`src/rtl/mte_pkg.sv`:
```
// Package for the multitap echo with damping: sizes, register codes and
// the control structs shared by the datapath modules. No dependencies.
`timescale 1ns / 1ps

package mte_pkg;

  // History ring, a power of two deep
  localparam int HISTORY_DEPTH = 65536;
  localparam int HIST_AW       = $clog2(HISTORY_DEPTH);
  localparam int FILL_W        = HIST_AW + 1;

  // Taps: TAPS is the build limit, REG_TAPS the taps that have registers
  localparam int TAPS       = 3;
  localparam int REG_TAPS   = 3;
  localparam int N_TAPS_MAX = (TAPS < REG_TAPS) ? TAPS : REG_TAPS;
  localparam int TAP_W      = $clog2(REG_TAPS + 1);

  localparam int SMP_W     = 16;
  localparam int COEF_W    = 16;
  localparam int CNT_REG_W = 2;
  localparam int FILT_W    = 33;   // Q17.16 lowpass state
  localparam int CFG_IDX_W = 3;

  // Shared multiplier operands
  localparam int MUL_A_W = FILT_W + 1;
  localparam int MUL_B_W = COEF_W + 1;
  localparam int MUL_P_W = MUL_A_W + MUL_B_W;

  typedef enum logic [CFG_IDX_W-1:0] {
    REG_TAP_COUNT = 3'd0,
    REG_DELAY_A   = 3'd1,
    REG_DELAY_B   = 3'd2,
    REG_DELAY_C   = 3'd3,
    REG_GAIN_A    = 3'd4,
    REG_GAIN_B    = 3'd5,
    REG_GAIN_C    = 3'd6,
    REG_DAMPING   = 3'd7
  } cfg_reg_e;

  typedef struct packed {
    logic [CNT_REG_W-1:0]             tap_count;
    logic [REG_TAPS-1:0][COEF_W-1:0]  delay;
    logic [REG_TAPS-1:0][COEF_W-1:0]  gain;
    logic [COEF_W-1:0]                damping;
  } cfg_t;

  typedef struct packed {
    logic              rd_en;
    logic [COEF_W-1:0] rd_delay;
    logic              wr_en;
  } hist_ctl_t;

endpackage

```
`src/rtl/mte_mul.sv`:
```
// Shared signed multiplier with registered product, used by taps and filter.
// Depends on mte_pkg.
`timescale 1ns / 1ps

module mte_mul import mte_pkg::*; (
  input  logic                      clk_i,
  input  logic                      en_i,
  input  logic signed [MUL_A_W-1:0] a_i,
  input  logic signed [MUL_B_W-1:0] b_i,
  output logic signed [MUL_P_W-1:0] p_o
);

  logic signed [MUL_P_W-1:0] p_q;

  always_ff @(posedge clk_i) begin
    if (en_i) begin
      p_q <= MUL_P_W'(a_i) * MUL_P_W'(b_i);
    end
  end

  assign p_o = p_q;

endmodule

```
`config.mk`:
```
export PLATFORM = sky130hd
export DESIGN_NAME = mte_mul
export DESIGN_NICKNAME = d
export VERILOG_FILES = /design/src/rtl/mte_pkg.sv /design/src/rtl/mte_mul.sv
export SDC_FILE = /design/constraint.sdc
export NUM_CORES = 2
export LEC_CHECK = 0
export ABC_CLOCK_PERIOD_IN_PS = 10700
export BUFFER_PORTS_ARGS = -buffer_cell sky130_fd_sc_hd__buf_2
export CAP_MARGIN = 20
export CORE_UTILIZATION = 45
export DETAILED_ROUTE_END_ITERATION = 7
export PLACE_DENSITY = 0.59
export SLEW_MARGIN = 20
export SYNTH_ARGS = -nofsm -noshare
export SYNTH_HDL_FRONTEND = slang
export SYNTH_SLANG_ARGS = --single-unit
```
`constraint.sdc`:
```
create_clock -name clk_i -period 10.7 [get_ports clk_i]
set_clock_uncertainty 0.2 [all_clocks]
set_input_delay 1.07 -clock clk_i [delete_from_list [all_inputs] [get_ports clk_i]]
set_output_delay 1.07 -clock clk_i [all_outputs]
set_load 0.02 [all_outputs]
```
==> results.cfg <==
[worst_setup_path]
critical-path-top-cell-by-count = fa_1
cp-start-kind = primary input
path_depth = 23
critPathKind = in2reg
critical_path.cell_chain = buf_2 -> nand2_1 -> fa_1 -> inv_1 -> fa_1 -> inv_1 -> fa_1 -> inv_1 -> fa_1 -> fa_1 -> inv_1 -> fa_1 -> inv_1 -> ha_1 -> a21o_1 -> a21o_1 -> a221oi_2 -> o311ai_2 -> a41oi_2 -> o21bai_1 -> o31ai_2 -> o21ai_0 -> xor2_1
critPathMaxStageDelay_ps = 700
worstSetupEndpointType = flop
required_ps = 10560
crit_family = adder cells
path_buf_inv = 6
slowest_stage = buf_2
cp_max_fo = 34
worstPathArrival_ps = 7980

[timing]
finalSetupViolations = 0
worst_slew_pin_slew_ps = 940
hold_viol_final = 0
setup_tns_ps = 0
slew_violations = 0
fin_crit_ps = 8120
setup_ws_ps = 2580
slew_headroom_pct = 37.3
fmax_ghz = 0.123
rsz0062_at_grt = false
period_share_pct = 75.9

[clock_network]
cts_setup_buffers = 0
clk_pin_slew_worst_paths_ps = 80
cts_tree = done
clkSinkCount = 51
clockBufferDepth = 2
cts_resized = 0
numCtsBuffers = 5
cts_hold_buf = 0
cts-root-buf = clkbuf_16
cts_max_level = 2

[grt]
antenna_found_initial = 1
grt_pass1_wl_um = 90700
grt.total_usage_pct = 25.1
grt_overflow_total = 0
grt_pass1_vias = 16800
grt_max_degree = 52

[yosys]
syn_inst = 2228
synthDistinctLibCells = 52
async_flop_share_pct = 0
yosysTopAreaCell = fa_1
ys.flop_type = edfxtp_1
synth_edf_count = 51
syn_avg_cell_area_sq_um = 9.49
syn_nets = 2951
synth_area_leaders = fa_1 52%, inv_1 9.4%, and2_1 7.5%
synth-seq-cells = 51
syn-cell-area_sq_um = 21100
synth_top_area_share_pct = 52.2
yosys_warnings = 0
ys_seq_area_share_pct = 7.24

[drt]
ant_nets = 0
drt_iter0_markers = 728
drtPass1Iterations = 6
wl_um = 56400
wire_per_inst_um = 19.7
drcViolationCount = 0
viasPerCell = 5.22
vias = 14900

[die]
ios = 104
initial_core_util_pct = 45.5
rows = 79
die_h_um = 219
coreArea_sq_um = 46500
fp.dieArea_sq_um = 47800
die_w_um = 219

[finish]
fillCellCount = 4485
final_common_cell = fa_1
syn2layout_area_growth_pct = 5.24
largest_reg_flops = 51
layout_common_cells = 551 x fa_1, 527 x inv_1, 330 x nand2_1
final_nets = 2971
diodes = 0
drive_above_1_share_pct = 5.82

[placement]
portBuffers = 103
dp_hpwl_um = 45400
gp_routability_congestion = 0.876
dp_slack_ps = 2340

[hold_path]
min_path_cells = 2
hold_path.class = in2reg

[run]
maxCapViolCount = 0

[status]
status = complete, no violations
worst paths after layout:
kind | to | from | slack, ps
max | p_o[44]$_DFFE_PP_ | b_i[8] | 2580
min | p_o[45]$_DFFE_PP_ | en_i | 1230
metal layers:
layer | vias to the layer above | GRT usage, % | part of all wire (%)
met1 | 7875 | 28.9 | 37
li1 | 6527 | - | -
met5 | - | 0 | 0
met3 | 131 | 2.05 | 3.7
met4 | 0 | 9.65 | 4.3
met2 | 388 | 47.9 | 55
metrics by stage:
stage	hold slack, ps	area, sq um	cells	utilization [%]
6_report	1230	22200	2856	47.9
5_1_grt	1240	22200	2856	47.9
4_1_cts	1230	22200	2856	47.9
3_5_place_dp	1320	22100	2848	47.6
3_3_place_gp	1310	22100	2848	47.6
2_1_floorplan	982	21100	2228	-
cell families after synthesis:
group / count (synthesis) / share of synthesized area (%)
compound gates: 146 / 4.72
xor+xnor: 49 / 2.03
fa+ha+maj: 670 / 59.2
buf+inv: 624 / 11.1
flops: 51 / 7.24
simple gates: 688 / 15.7
synth_stat cells, drive strengths merged, types with 4 or more instances:
| cell | number |
|---|---|
| nor3 | 5 |
| ha | 119 |
| and3 | 5 |
| a21o | 21 |
| xor2 | 19 |
| edfxtp | 51 |
| fa | 551 |
| o21ai | 33 |
| o21bai | 8 |
| inv | 528 |
| and2 | 252 |
| a211oi | 7 |
| o31ai | 6 |
| a31oi | 4 |
| nand2b | 8 |
| xnor2 | 30 |
| nor2 | 62 |
| nand4 | 5 |
| clkbuf | 95 |
| nand3 | 8 |
| o21a | 6 |
| nand2 | 330 |
| a21oi | 40 |
final cells by class:
| type | count | area, sq um | share of cell area, % |
|---|---|---|---|
| repair buffers | 109 | 561 | 2.52 |
| well taps | 607 | 759 | 3.41 |
| clock inverters | 3 | 23.8 | 0.107 |
| inverters | 528 | 1980 | 8.91 |
| clock buffers | 5 | 125 | 0.562 |
| multi-input cells | 1553 | 17300 | 77.6 |
| flip-flops and latches | 51 | 1530 | 6.88 |
Power is not shown: default switching activity piles up to over one toggle a cycle in this logic, so the estimate is an artifact.
