[config.mk]
export PLATFORM = sky130hd
export DESIGN_NAME = mte_cfg_regs
export DESIGN_NICKNAME = d
export VERILOG_FILES = /design/src/rtl/mte_pkg.sv /design/src/rtl/mte_cfg_regs.sv
export SDC_FILE = /design/constraint.sdc
export NUM_CORES = 1
export LEC_CHECK = 0
export BUFFER_PORTS_ARGS = -buffer_cell sky130_fd_sc_hd__buf_4
export CAP_MARGIN = 10
export CORE_MARGIN = 2
export CORE_UTILIZATION = 51
export DETAILED_ROUTE_END_ITERATION = 8
export PLACE_DENSITY = 0.88
export SLEW_MARGIN = 25
export SYNTH_ARGS = -nofsm -noshare
export SYNTH_HDL_FRONTEND = slang
export SYNTH_SLANG_ARGS = --single-unit
export TNS_END_PERCENT = 100
[constraint.sdc]
create_clock -name clk_i -period 0.9 [get_ports clk_i]
set_input_delay 0.09 -clock clk_i [delete_from_list [all_inputs] [get_ports clk_i]]
set_output_delay 0.09 -clock clk_i [all_outputs]
set_load 0.01 [all_outputs]
[src/rtl/mte_pkg.sv]
// Package for the multitap echo with damping: sizes, register codes and
// the control structs shared by the datapath modules. No dependencies.
`timescale 1ns / 1ps

package mte_pkg;

  // History ring, a power of two deep
  localparam int HISTORY_DEPTH = 65536;
  localparam int HIST_AW       = $clog2(HISTORY_DEPTH);
  localparam int FILL_W        = HIST_AW + 1;

  // Taps: TAPS is the build limit, REG_TAPS the taps that have registers
  localparam int TAPS       = 3;
  localparam int REG_TAPS   = 3;
  localparam int N_TAPS_MAX = (TAPS < REG_TAPS) ? TAPS : REG_TAPS;
  localparam int TAP_W      = $clog2(REG_TAPS + 1);

  localparam int SMP_W     = 16;
  localparam int COEF_W    = 16;
  localparam int CNT_REG_W = 2;
  localparam int FILT_W    = 33;   // Q17.16 lowpass state
  localparam int CFG_IDX_W = 3;

  // Shared multiplier operands
  localparam int MUL_A_W = FILT_W + 1;
  localparam int MUL_B_W = COEF_W + 1;
  localparam int MUL_P_W = MUL_A_W + MUL_B_W;

  typedef enum logic [CFG_IDX_W-1:0] {
    REG_TAP_COUNT = 3'd0,
    REG_DELAY_A   = 3'd1,
    REG_DELAY_B   = 3'd2,
    REG_DELAY_C   = 3'd3,
    REG_GAIN_A    = 3'd4,
    REG_GAIN_B    = 3'd5,
    REG_GAIN_C    = 3'd6,
    REG_DAMPING   = 3'd7
  } cfg_reg_e;

  typedef struct packed {
    logic [CNT_REG_W-1:0]             tap_count;
    logic [REG_TAPS-1:0][COEF_W-1:0]  delay;
    logic [REG_TAPS-1:0][COEF_W-1:0]  gain;
    logic [COEF_W-1:0]                damping;
  } cfg_t;

  typedef struct packed {
    logic              rd_en;
    logic [COEF_W-1:0] rd_delay;
    logic              wr_en;
  } hist_ctl_t;

endpackage

[src/rtl/mte_cfg_regs.sv]
// Configuration register file: tap count, delays, gains and damping.
// Depends on mte_pkg.
`timescale 1ns / 1ps

module mte_cfg_regs import mte_pkg::*; (
  input  logic                 clk_i,
  input  logic                 rst_ni,
  input  logic                 cfg_we_i,
  input  logic [CFG_IDX_W-1:0] cfg_idx_i,
  input  logic [COEF_W-1:0]    cfg_data_i,
  output cfg_t                 cfg_o
);

  cfg_t cfg_q;

  always_ff @(posedge clk_i or negedge rst_ni) begin
    if (!rst_ni) begin
      cfg_q.tap_count <= '0;
      for (int i = 0; i < REG_TAPS; i++) begin
        cfg_q.delay[i] <= COEF_W'(1);
        cfg_q.gain[i]  <= '0;
      end
      cfg_q.damping <= '0;
    end else if (cfg_we_i) begin
      unique case (cfg_reg_e'(cfg_idx_i))
        REG_TAP_COUNT: cfg_q.tap_count <= cfg_data_i[CNT_REG_W-1:0];
        REG_DELAY_A:   cfg_q.delay[0]  <= cfg_data_i;
        REG_DELAY_B:   cfg_q.delay[1]  <= cfg_data_i;
        REG_DELAY_C:   cfg_q.delay[2]  <= cfg_data_i;
        REG_GAIN_A:    cfg_q.gain[0]   <= cfg_data_i;
        REG_GAIN_B:    cfg_q.gain[1]   <= cfg_data_i;
        REG_GAIN_C:    cfg_q.gain[2]   <= cfg_data_i;
        REG_DAMPING:   cfg_q.damping   <= cfg_data_i;
        default:       cfg_q           <= cfg_q;
      endcase
    end
  end

  assign cfg_o = cfg_q;

endmodule

==> run metrics <==
P_leak=3.70 nW; routed len/inst=24.4 µm; CP bufs+invs=1; Final min period=1.25 ns; initial core utilization=52.3%; failing checks=negative hold slack, negative setup slack; worst path cell trace=buf_6; max reg flops=114; synth unique cells=12; Routability Congestion=0.762; die area=9670 µm²; Via density=5.35; HP Class=input pin to async pin; design area=7630 µm²; CTS tree=done; num ports=136; via count=3213; Final setup violation count=153; fmax=0.800 GHz; initial antenna violation count=0; Max-Cap Viols=0; final setup margin=-0.350 ns; VDD IR max=1.58 mV; die extent in x=98.4 µm; worst-case clock buffer depth=2; layout cells sized above 1=72.6%; final wirelength=14600 µm; Crit Path Category=flip-flop to output port; TritonCTS Buffers=17; family with the most delay on the worst path=flip-flops; Worst setup SP type=flip-flop; Hold Fails Final Rpt=13; vias in the first global route=3480; clk sink count=114; Placement Cell Area=5850 µm²; syn nets=272; Worst path slowest cell=dfstp_2; antenna viol nets, final=0; Mapped Area=4540 µm²; PwrDens=2720 nW/µm²; FF+latch count, synth=114; largest net degree at the start of global routing=50; CTS hold repair buffers=17; DRT iter0 DRCs=82; Area Growth Syn to Fin=68.0%; Die H=98.4 µm; final clock skew=0 ns; Worst path max stage delay=0.55 ns; Final period util=139%; Pwr Total=20.8 mW; Pre-Repair DR Iteration Count=4; Post-Synthesis Cells=250; crit path DAT=1.16 ns; H-tree depth=4; Least-Margin Pin Slew=0.290 ns; Congestion Overflow GR=0; Worst-Skew Late Latency=0.51 ns; Avg Cell Area, Syn=18.2 µm²; DR DRC count=0; status=finished with violations; number of port buffers=135; yosys warns=0; Crit path required time=0.81 ns; max_slew headroom=80.7%; GRT Overall Usage=28.6%; Seq/Total Area, Yosys=62.9%; Final #Nets=502; cell row count=34; Reg clk slew, reported paths=0.06 ns; Worst setup EP type=output port; DP HPWL=7090 µm; Hold Slack=-0.00801 ns; Antenna diodes=0; CP max FO=2; first-pass GRT wire length=20500 µm; core area=8680 µm²; Max Transition Viols Final=0; RSZ-0062 raised after global routing=true; CTS Root Cell=clkbuf_8
[path summary, 6_finish.rpt]
path | startpoint | endpoint | slack (ns) | cells after the start
min in group clk_i | cfg_idx_i[1] | cfg_o[113] | 0.13 | 4
max in group asynchronous | rst_ni | cfg_o[91] | 0.35 | 3
min | rst_ni | cfg_o[74] | -0.008 | 2
min reg2reg | cfg_o[68] | cfg_o[68] | 0.53 | 1
max | cfg_o[96] | cfg_o[96] | -0.35 | 1
max reg2reg | cfg_o[56] | cfg_o[56] | -0.13 | 3
[routing by layer]
metal / vias up / routed length [µm] / global-route usage [%] / part of all wire [%]
li1: 1361 / - / - / -
met1: 1649 / 5720 / 34.3 / 39
met2: 173 / 7470 / 48.8 / 51
met3: 30 / 1170 / 10.3 / 8.0
met4: 0 / 279 / 8.43 / 1.9
met5: - / 0 / 0 / 0
[where the power goes]
part / internal (mW) / total (mW) / switching (mW)
registers: 6.29 / 7.33 / 1.04
clock network: 4.83 / 7.25 / 2.41
logic: 4.09 / 6.18 / 2.10
[worst reg2reg max path: cells and delay by family, from the launching register on]
kind / cells / cell delay [ns]
buf+inv: 2 / 0.27
flops: 1 / 0.39
mux: 1 / 0.25
[timing repair]
item	4_1_cts	5_1_grt
endpoints found under the hold margin	228	7
setup buffers	39	22
endpoints found under the setup margin	114	152
resized for setup	116	45
pin swaps	0	0
[logic make-up after synthesis]
kind of cell           synth area share, %
buffers and inverters                 3.47
DFF                                   62.9
muxes                                 30.8
and+or+nand+nor                       2.87
[Yosys cell counts]
master | count | area, µm²
dfrtp_1 | 111 | 2780
mux2_2 | 84 | 946
buf_6 | 6 | 67.6
mux2_4 | 30 | 450
buf_12 | 3 | 60.1
nand4b_4 | 3 | 71.3
buf_2 | 3 | 15.0
buf_4 | 2 | 15.0
nand4_2 | 1 | 12.5
and4bb_1 | 3 | 37.5
dfstp_2 | 3 | 78.8
nor4b_1 | 1 | 8.76
[area by class of cell]
class                           instances  area [µm²]
Clock buffer                           21         439
Sequential cell                       114        2860
Clock inverter                         11         186
Fill cell                             335        1050
Multi-Input combinational cell        122        1580
Tap cell                              108         135
Timing Repair Buffer                  225        2430
[placed cells by master (no fill, tap or decap), types with 2 or more instances in the layout]
master / synthesis / layout
dfstp_2: 3 / 3
dlygate4sd3_1: 0 / 17
nand4b_4: 3 / 3
mux2_2: 84 / 69
and4bb_1: 3 / 3
buf_4: 2 / 50
buf_12: 3 / 12
bufinv_16: 0 / 5
clkinv_2: 0 / 4
buf_6: 6 / 146
clkbuf_1: 0 / 3
dfrtp_1: 111 / 111
clkbuf_8: 0 / 2
clkbuf_16: 0 / 16
mux2_4: 30 / 45
[through the flow]
stage	TNS, ns	setup WS, ns	std cells	utilization [%]
2_1_floorplan	-13.45	-0.250	250	-
6_report	-27.50	-0.350	601	87.9
3_5_place_dp	-28.35	-0.337	502	67.5
4_1_cts	-26.88	-0.360	590	85.0
3_3_place_gp	-25.57	-0.288	502	67.5
5_1_grt	-32.28	-0.387	601	87.9
Note: power is estimated with default switching activity, not from simulation.
